## config.mk

```make
export PLATFORM = sky130hd
export DESIGN_NAME = gold_sequence_generator
export DESIGN_NICKNAME = d
export VERILOG_FILES = /design/src/hdl/gsg_pkg.sv /design/src/hdl/gsg_dp.sv /design/src/hdl/gsg_ctrl.sv /design/src/hdl/gold_sequence_generator.sv
export VERILOG_INCLUDE_DIRS = /design/src /design/src/hdl
export SDC_FILE = /design/constraint.sdc
export NUM_CORES = 1
export LEC_CHECK = 0
export ABC_AREA = 1
export BUFFER_PORTS_ARGS = -buffer_cell sky130_fd_sc_hd__clkbuf_2
export CORE_ASPECT_RATIO = 0.5
export CORE_UTILIZATION = 30
export CTS_BUF_LIST = sky130_fd_sc_hd__clkbuf_2
export DETAILED_ROUTE_END_ITERATION = 10
export REMOVE_ABC_BUFFERS = 1
export SYNTH_ARGS = -nofsm -noshare
export SYNTH_HDL_FRONTEND = slang
export SYNTH_SLANG_ARGS = --single-unit
```

## constraint.sdc

```tcl
create_clock -name clk_i -period 7.2 [get_ports clk_i]
set_clock_uncertainty 0.2 [all_clocks]
set_input_delay 1.44 -clock clk_i [delete_from_list [all_inputs] [get_ports clk_i]]
set_output_delay 1.44 -clock clk_i [all_outputs]
set_load 0.01 [all_outputs]
```

## src/hdl/gold_sequence_generator_defines.svh

```systemverilog
// Assertion macros used by the gold sequence generator controller.
`ifndef GOLD_SEQUENCE_GENERATOR_DEFINES_SVH
`define GOLD_SEQUENCE_GENERATOR_DEFINES_SVH

// Same-cycle implication, checked on every rising edge outside reset.
`define GSG_ASSERT_IMP(label, clk, rstn, ante, cons, msg) \
  label: assert property (@(posedge clk) disable iff (!rstn) (ante) |-> (cons)) \
    else $error(msg);

// Next-cycle implication, checked on every rising edge outside reset.
`define GSG_ASSERT_NXT(label, clk, rstn, ante, cons, msg) \
  label: assert property (@(posedge clk) disable iff (!rstn) (ante) |=> (cons)) \
    else $error(msg);

`endif

```

## src/hdl/gsg_pkg.sv

```systemverilog
`timescale 1ns / 1ps

package gsg_pkg;

  localparam int REG_LEN       = 31;
  localparam int SEQ_OFFSET    = 1600;
  localparam int LOAD_STEPS    = SEQ_OFFSET - REG_LEN;
  localparam int OUT_W         = 64;
  localparam int SEED_W        = 31;
  localparam int COUNT_W       = 7;
  localparam int WORD_BITS_DEF = 64;

  localparam logic [REG_LEN-1:0] A_PRESET = 31'h54D21B24;

  localparam logic CMD_LOAD = 1'b0;
  localparam logic CMD_EMIT = 1'b1;

  typedef enum logic [1:0] {
    S_IDLE,
    S_LOAD,
    S_EMIT,
    S_FINISH
  } gsg_state_e;

  typedef struct packed {
    logic start_load;
    logic start_emit;
    logic step_load;
    logic step_emit;
    logic publish;
  } gsg_cmd_t;

  typedef struct packed {
    logic cnt_zero;
    logic out_full;
  } gsg_sts_t;

  function automatic logic fb_a(input logic [REG_LEN-1:0] r);
    return r[3] ^ r[0];
  endfunction

  function automatic logic fb_b(input logic [REG_LEN-1:0] r);
    return r[3] ^ r[2] ^ r[1] ^ r[0];
  endfunction

  function automatic logic [REG_LEN-1:0] lfsr_shift(input logic [REG_LEN-1:0] r,
                                                   input logic fb);
    return {fb, r[REG_LEN-1:1]};
  endfunction

endpackage

```

## src/hdl/gsg_dp.sv

```systemverilog
`timescale 1ns / 1ps

module gsg_dp import gsg_pkg::*; #(
  parameter int WordBits = WORD_BITS_DEF
) (
  input  logic               clk_i,
  input  logic               rst_ni,
  input  gsg_cmd_t           cmd_i,
  output gsg_sts_t           sts_o,
  input  logic [SEED_W-1:0]  seed_i,
  input  logic [COUNT_W-1:0] bit_count_i,
  input  logic               out_stall_i,
  output logic               out_valid_o,
  output logic [OUT_W-1:0]   bits_o
);

  localparam int MaxSteps = (LOAD_STEPS > WordBits) ? LOAD_STEPS : WordBits;
  localparam int CntW     = $clog2(MaxSteps + 1);
  localparam int IdxW     = $clog2(WordBits);

  logic [REG_LEN-1:0]  reg_a_q, reg_a_d;
  logic [REG_LEN-1:0]  reg_b_q, reg_b_d;
  logic [CntW-1:0]     cnt_q, cnt_d;
  logic [IdxW-1:0]     idx_q, idx_d;
  logic [WordBits-1:0] word_q, word_d;
  logic [OUT_W-1:0]    bits_q, bits_d;
  logic                out_valid_q, out_valid_d;
  logic                fa, fb;
  logic [CntW-1:0]     req_cnt;

  assign fa = fb_a(reg_a_q);
  assign fb = fb_b(reg_b_q);

  always_comb begin
    req_cnt = CntW'(bit_count_i);
    if (req_cnt > CntW'(WordBits)) begin
      req_cnt = CntW'(WordBits);
    end
  end

  always_comb begin
    reg_a_d     = reg_a_q;
    reg_b_d     = reg_b_q;
    cnt_d       = cnt_q;
    idx_d       = idx_q;
    word_d      = word_q;
    bits_d      = bits_q;
    out_valid_d = out_valid_q;
    if (!out_stall_i) begin
      out_valid_d = 1'b0;
    end
    if (cmd_i.start_load) begin
      reg_a_d = A_PRESET;
      reg_b_d = seed_i;
      cnt_d   = CntW'(LOAD_STEPS);
      word_d  = '0;
    end
    if (cmd_i.start_emit) begin
      cnt_d  = req_cnt;
      idx_d  = '0;
      word_d = '0;
    end
    if (cmd_i.step_load) begin
      reg_b_d = lfsr_shift(reg_b_q, fb);
      cnt_d   = cnt_q - CntW'(1);
    end
    if (cmd_i.step_emit) begin
      reg_a_d       = lfsr_shift(reg_a_q, fa);
      reg_b_d       = lfsr_shift(reg_b_q, fb);
      word_d[idx_q] = fa ^ fb;
      idx_d         = idx_q + IdxW'(1);
      cnt_d         = cnt_q - CntW'(1);
    end
    if (cmd_i.publish) begin
      bits_d      = OUT_W'(word_q);
      out_valid_d = 1'b1;
    end
  end

  always_ff @(posedge clk_i or negedge rst_ni) begin
    if (!rst_ni) begin
      reg_a_q     <= A_PRESET;
      reg_b_q     <= '0;
      cnt_q       <= '0;
      idx_q       <= '0;
      out_valid_q <= 1'b0;
    end else begin
      reg_a_q     <= reg_a_d;
      reg_b_q     <= reg_b_d;
      cnt_q       <= cnt_d;
      idx_q       <= idx_d;
      out_valid_q <= out_valid_d;
    end
  end

  always_ff @(posedge clk_i) begin
    word_q <= word_d;
    bits_q <= bits_d;
  end

  assign sts_o.cnt_zero = (cnt_q == '0);
  assign sts_o.out_full = out_valid_q & out_stall_i;
  assign out_valid_o    = out_valid_q;
  assign bits_o         = bits_q;

endmodule

```

## src/hdl/gsg_ctrl.sv

```systemverilog
`timescale 1ns / 1ps
`include "gold_sequence_generator_defines.svh"

module gsg_ctrl import gsg_pkg::*; (
  input  logic     clk_i,
  input  logic     rst_ni,
  input  logic     in_valid_i,
  output logic     in_stall_o,
  input  logic     command_i,
  input  gsg_sts_t sts_i,
  output gsg_cmd_t cmd_o
);

  gsg_state_e state_q, state_d;

  always_comb begin
    state_d = state_q;
    case (state_q)
      S_IDLE: begin
        if (in_valid_i) begin
          state_d = (command_i == CMD_LOAD) ? S_LOAD : S_EMIT;
        end
      end
      S_LOAD: begin
        if (sts_i.cnt_zero) begin
          state_d = S_FINISH;
        end
      end
      S_EMIT: begin
        if (sts_i.cnt_zero) begin
          state_d = S_FINISH;
        end
      end
      S_FINISH: begin
        if (!sts_i.out_full) begin
          state_d = S_IDLE;
        end
      end
      default: state_d = S_IDLE;
    endcase
  end

  always_comb begin
    cmd_o      = '0;
    in_stall_o = 1'b1;
    case (state_q)
      S_IDLE: begin
        in_stall_o       = 1'b0;
        cmd_o.start_load = in_valid_i & (command_i == CMD_LOAD);
        cmd_o.start_emit = in_valid_i & (command_i == CMD_EMIT);
      end
      S_LOAD:   cmd_o.step_load = ~sts_i.cnt_zero;
      S_EMIT:   cmd_o.step_emit = ~sts_i.cnt_zero;
      S_FINISH: cmd_o.publish   = ~sts_i.out_full;
      default: begin
        cmd_o      = '0;
        in_stall_o = 1'b1;
      end
    endcase
  end

  always_ff @(posedge clk_i or negedge rst_ni) begin
    if (!rst_ni) begin
      state_q <= S_IDLE;
    end else begin
      state_q <= state_d;
    end
  end

  `GSG_ASSERT_IMP(a_start_idle, clk_i, rst_ni, cmd_o.start_load || cmd_o.start_emit, state_q == S_IDLE, "Item started while busy.")
  `GSG_ASSERT_IMP(a_publish_free, clk_i, rst_ni, cmd_o.publish, !sts_i.out_full, "Result published over a pending one.")
  `GSG_ASSERT_NXT(a_load_done, clk_i, rst_ni, state_q == S_LOAD && sts_i.cnt_zero, state_q == S_FINISH, "Load did not finish.")
  `GSG_ASSERT_NXT(a_emit_done, clk_i, rst_ni, state_q == S_EMIT && sts_i.cnt_zero, state_q == S_FINISH, "Emit did not finish.")

endmodule

```

## src/hdl/gold_sequence_generator.sv

```systemverilog
`timescale 1ns / 1ps
// A load takes 1569 register steps at one per cycle before its result is
// published; an emit steps both registers once for each bit it emits.
// Throughput: one item at a time, a new item is taken in the cycle after the
// result is handed to the output register, set by the single-step LFSR loop.
// Reset: register A takes its preset, register B clears, no result is pending.
module gold_sequence_generator import gsg_pkg::*; #(
  parameter int WORD_BITS = WORD_BITS_DEF
) (
  input  logic               clk_i,
  input  logic               rst_ni,
  input  logic               in_valid_i,
  output logic               in_stall_o,
  input  logic               command_i,
  input  logic [SEED_W-1:0]  seed_i,
  input  logic [COUNT_W-1:0] bit_count_i,
  output logic               out_valid_o,
  input  logic               out_stall_i,
  output logic [OUT_W-1:0]   bits_o
);

  gsg_cmd_t cmd;
  gsg_sts_t sts;

  gsg_ctrl u_ctrl (
    .clk_i      (clk_i),
    .rst_ni     (rst_ni),
    .in_valid_i (in_valid_i),
    .in_stall_o (in_stall_o),
    .command_i  (command_i),
    .sts_i      (sts),
    .cmd_o      (cmd)
  );

  gsg_dp #(
    .WordBits (WORD_BITS)
  ) u_dp (
    .clk_i       (clk_i),
    .rst_ni      (rst_ni),
    .cmd_i       (cmd),
    .sts_o       (sts),
    .seed_i      (seed_i),
    .bit_count_i (bit_count_i),
    .out_stall_i (out_stall_i),
    .out_valid_o (out_valid_o),
    .bits_o      (bits_o)
  );

endmodule

```

==> impl_metrics.tcl, run 1 <==
set metrics [dict create \
    outcome "complete, no violations" \
    die_w_um 246 \
    max_freq_mhz 296 \
    drive_above_1_share_pct 19.3 \
    synthTopCellsByCount "nand2_1 (247), inv_1 (126), nand3_1 (115)" \
    die_area_um2 30600 \
    yosysMostFrequentCell "nand2_1" \
    synth_top_area_share_pct 21.4 \
    drt_pre_antenna_iters 6 \
    power_density_nw_per_um2 380 \
    irDropWorstVdd_mv 0.238 \
    p_leak_nw 4.77 \
    cp-end-kind "output port" \
    ant_nets 0 \
    min_period_ns 3.38 \
    drc 0 \
    dominantRegCellSynth "dfrtp_1" \
    drv_cap 0 \
    path_max_fanout 4 \
    cts_buffer_depth 3 \
    cts_hold_buf 0 \
    async_flop_share_pct 39.0 \
    ys_ff_latch 210 \
    fin_util_pct 35.4 \
    cp-start-kind "flop" \
    core_area_um2 29200 \
    grt_pass1_vias 6948 \
    required_ns 5.56 \
    cts_root_buf "clkbuf_2" \
    rsz0062_at_grt "no" \
    track_usage_pct 13.5 \
    cts_resized 0 \
    ys_warn_count 0 \
    min_period_over_period_pct 46.9 \
    synth_cell_types 31 \
    grt_max_degree 83 \
    syn_area_um2 8960 \
    routed.top_layer "met4" \
    start_util_pct 30.7 \
    portBuffers 108 \
    num_vias 7059 \
    grt_pass1_wl_mm 33.8 \
    clkLatencyLatePin_ns 0.84 \
    via_per_inst 4.56 \
    finalHoldViolCount 0 \
    fill_cells 3044 \
    clkTransAtPathRegs_ns 0.11 \
    setup_violations 0 \
    synth.area.top_cells "edfxtp_1 (21%), dfrtp_1 (19%), dfxtp_1 (14%)" \
    dpl.hpwl_mm 13.1 \
    syn_area_per_cell_um2 9.03 \
    syn_to_final_growth_pct 15.3 \
    dr_wl_met3_mm 1.21 \
    worst_pin_slew_ns 1.17 \
    hold_ws_ns 0.227 \
    max_slew_margin_pct 21.4 \
    route.layer.met1.wl_mm 9.23 \
    min_path_type "reg -> reg" \
    drtIter0Drc 526 \
    grt_remaining_overflow 0 \
    post_cts_buffers 0 \
    nets 1166 \
    die_y_um 124 \
    numCtsBuffers 49 \
    boundaryPins 109 \
    total_power_mw 3.93 \
    crit_type "reg -> out" \
    fin_tns_setup_ns 0 \
    rows 44 \
    clock_sinks 210 \
    slew_violations 0 \
    synth-edff-count 64 \
    cts_htree_levels 2 \
    gp_congestion 0.825 \
    crit_arrival_ns 1.74 \
    routedWlPerCell_um 13.3 \
    yosysTopAreaCell "edfxtp_1" \
    wirelength_mm 20.6 \
    synth-seq-area-share_pct 58.8 \
    syn_inst 993 \
    tritoncts "built" \
    dp_slack_ns 3.12 \
    dr_wl_met2_mm 9.78 \
    antenna_found_initial 1 \
    finalWorstSetupSlack_ns 3.82 \
]
## stage by stage
step	instance area, um2	instances
detailed placement	9860	1456
floorplan	8780	953
CTS	10300	1548
finish	10300	1549
global route	10300	1549
global placement	9860	1456
## path summary, 6_finish.rpt
| check | cells past startpoint | end | from | slack [ns] |
|---|---|---|---|---|
| setup / recovery | 4 | in_stall_o | u_ctrl.state_q[0] | 3.82 |
| hold / removal | 0 | u_dp.bits_o[52] | u_dp.word_q[52] | 0.23 |
| setup reg to reg | 8 | u_dp.reg_a_q[8] | u_ctrl.state_q[0] | 3.85 |
| hold reg to reg | 0 | u_dp.bits_o[52] | u_dp.word_q[52] | 0.23 |
| max in group asynchronous | 1 | u_dp.reg_a_q[6] | rst_ni | 5.47 |
| min in group asynchronous | 1 | u_dp.out_valid_o | rst_ni | 0.62 |
## layout make-up
class	instances	area [um2]	area share, %
multi-input cells	614	3040	29.4
clock buffers	69	345	3.34
flip-flops and latches	210	5270	51.0
well taps	391	489	4.73
inverters	129	484	4.68
clock inverters	23	129	1.25
diodes	1	2.50	0.0242
repair buffers	112	573	5.54
## power by group
part | internal [mW] | switching [mW]
clock | 0.303 | 0.483
combinational | 0.406 | 1.02
sequential | 1.58 | 0.146
total | 2.29 | 1.65
## cells by family (layout without fill, tap and decap cells)
family	Yosys count	in the layout	share of synthesized area (%)
AO/OA/AOI/OAI	179	179	11.8
XOR/XNOR	10	10	0.977
adder cells (fa/ha/maj)	7	7	0.977
buffers and inverters	169	333	7.41
flip-flops	210	210	58.8
other	0	1	0
AND/OR/NAND/NOR	418	418	20.0
## flip-flops by register name, indices dropped and copies added (netlist names)
signal            flops
u_dp.idx_q            6
u_dp.reg_b_q         31
u_dp.out_valid_o      1
u_dp.word_q          64
u_dp.bits_o          64
u_dp.reg_a_q         31
u_dp.cnt_q           11
u_ctrl.state_q        2
## critical path, stage by stage (launching register included)
cell      delay, ns
dfrtp_1        0.42
inv_1          0.14
ha_1           0.21
inv_1          0.07
clkbuf_2       0.12
## layout by cell type, fill, tap and decap left out, types with 2 or more instances in the layout
cell type	count
edfxtp_1	64
dfrtp_1	69
buf_4	5
xnor2_1	4
o22ai_1	12
dfstp_2	13
inv_2	3
o21ai_0	101
xor2_1	6
ha_1	7
clkinv_2	5
nor2_2	5
inv_1	126
nand3_1	115
nand3_2	2
clkbuf_2	176
o21bai_1	60
nand4_1	5
a21oi_1	4
nor3_2	3
or2_2	3
nand2_1	245
dfxtp_1	64
nor2_1	34
clkinv_1	15
nand2_2	3
clkinv_4	2
## metal layers
layer	GRT usage [%]	up-vias
met5	0	-
met4	4.94	0
met3	3.27	33
met2	21.9	220
met1	17.3	3282
li1	-	3524
(Power assumes the default switching activity.)
==> run 2, diff against run 1 <==
Clock period 7.2 ns to 3 ns, I/O delays scaled along.
==> impl_metrics.tcl, run 2 (synthesis gave the netlist of run 1 again) <==
set metrics [dict create \
    required_ns 3.52 \
    worst_pin_slew_ns 0.823 \
    via_per_inst 4.51 \
    grt_remaining_overflow 0 \
    cts_htree_levels 2 \
    placed_area_um2 9960 \
    irDropWorstVdd_mv 0.833 \
    dp_slack_ns 0.315 \
    power_density_nw_per_um2 906 \
    seq_area_um2 5270 \
    r2r_end "u_dp.cnt_q[2]" \
    clock_sinks 210 \
    drt_pre_antenna_iters 5 \
    final_cell_mix "nand2_1 (245), clkbuf_2 (187), inv_1 (126), nand3_1 (115), o21ai_0 (101)" \
    clkTransAtPathRegs_ns 0.11 \
    core_area_um2 29200 \
    endpoint "u_dp.cnt_q[2]" \
    crit_type "reg -> reg" \
    outcome "complete, no violations" \
    die_y_um 124 \
    max_freq_mhz 361 \
    drive_above_1_share_pct 19.9 \
    crit_arrival_ns 3.29 \
    crit_start "u_dp.cnt_q[0]" \
    grt_max_degree 74 \
    multi_input_area_um2 3050 \
    portBuffers 108 \
    start_util_pct 30.7 \
    cp_slowest_cell "dlygate4sd3_1" \
    slew_violations 0 \
    finalInstanceArea_um2 11000 \
    grt_pass1_vias 7057 \
    finalWorstSetupSlack_ns 0.226 \
    fill_cells 2958 \
    ant_nets 0 \
    worst_path_largest_cell_delay_ns 0.60 \
    dpl.hpwl_mm 13.4 \
    max_slew_margin_pct 45.0 \
    wirelength_mm 21.1 \
    routedWlPerCell_um 13.2 \
    tritoncts "built" \
    p_leak_nw 5.04 \
    die_area_um2 30600 \
    clkLatencyLatePin_ns 0.84 \
    layout_commonest_cell "nand2_1" \
    syn_to_final_growth_pct 22.4 \
    track_usage_pct 13.9 \
    numCtsBuffers 51 \
    drv_cap 0 \
    r2r_setup_slack_ns 0.23 \
    rsz0062_at_grt "no" \
    nets 1222 \
    min_period_ns 2.77 \
    cp_cell_sequence "inv_1 > ha_1 > nand2_1 > nor2_2 > nand3_4 > nand2_2 > buf_4 > nand4_1 > dlygate4sd3_1 > nand3_1" \
    drtIter0Drc 495 \
    die_w_um 246 \
    antenna_found_initial 2 \
    min_path_type "in -> async" \
    cts_buffer_depth 3 \
    instances_no_fill 1604 \
    rr_startpoint "u_dp.cnt_q[0]" \
    hold_ws_ns 0.108 \
    cp-end-kind "flop" \
    cp-start-kind "flop" \
    drc 0 \
    num_vias 7242 \
    boundaryPins 109 \
    dp.cells 1464 \
    gp_congestion 0.853 \
    min_period_over_period_pct 92.5 \
    rows 44 \
    r2r_cells 10 \
    finalHoldViolCount 0 \
    cts_root_buf "clkbuf_2" \
    setup_violations 0 \
    fin_util_pct 37.6 \
    grt_pass1_wl_mm 34.9 \
    path_max_fanout 26 \
]
==> run 2: cell count changes in the layout (fill, tap and decap cells not counted), moves of 2 or more <==
cell	previous run	this run
clkbuf_2	176	187
clkinv_2	5	3
buf_12	0	3
clkinv_4	2	0
dlygate4sd3_1	0	46
bufinv_16	1	3
clkinv_1	15	6
buf_4	5	10
==> run 2: power by group <==
part           switching (mW)  leakage, nW  internal, mW  total (mW)
Combinational            2.52         2.56          1.14        3.66
Clock                    1.17        0.399         0.970        2.15
Sequential              0.358         2.08          3.78        4.14
Total                    4.05         5.04          5.90        9.94
==> run 2: worst min-delay path by stage <==
stage                    startpoint           endpoint  slack, ns  cells past startpoint
finish                       rst_ni      u_dp.cnt_q[8]       0.11                      2
global placement    u_dp.word_q[51]    u_dp.bits_o[51]       0.22                      0
global route                 rst_ni     u_dp.cnt_q[10]       0.07                      2
floorplan                    rst_ni  u_ctrl.state_q[0]       0.10                      0
detailed placement  u_dp.word_q[51]    u_dp.bits_o[51]       0.21                      0
CTS                          rst_ni      u_dp.cnt_q[8]       0.01                      2
==> run 2: area by class of cell <==
class	count	share of cell area, %
Clock inverter	13	1.28
Sequential cell	210	48.0
Clock buffer	80	3.65
Antenna cell	1	0.0228
Inverter	129	4.41
Tap cell	391	4.46
Timing Repair Buffer	166	10.3
Multi-Input combinational cell	614	27.8
==> run 2: what timing repair did <==
action / 4_1_cts / 5_1_grt
buffers inserted: 0 / 0
endpoints found under the setup margin: 0 / 3
hold endpoints to repair: 109 / 0
hold buffers: 46 / 0
gates resized for setup: 0 / 1
==> run 2: critical path, delay by kind of cell, from the launching register on <==
kind / cells / cell delay (ns)
adder cells (fa/ha/maj): 1 / 0.23
flip-flops: 1 / 0.40
buffers and inverters: 3 / 1.03
AND/OR/NAND/NOR: 6 / 0.86
==> run 2: metrics by stage <==
stage                     setup TNS [ns]  power [mW]
after floorplan                  -111.19        6.51
after global placement                 0        7.67
after detailed placement               0        7.77
after CTS                              0        10.0
after global routing                   0        10.8
final                                  0        9.94
==> run 2: layer usage <==
metal  share of wire (%)  vias to the layer above  track usage [%]
met2                  46                      161             21.8
met5               0.038                        -                0
met1                  47                     3413             18.8
li1                    -                     3633                -
met4                 1.5                        2             4.32
met3                 5.1                       33             3.61
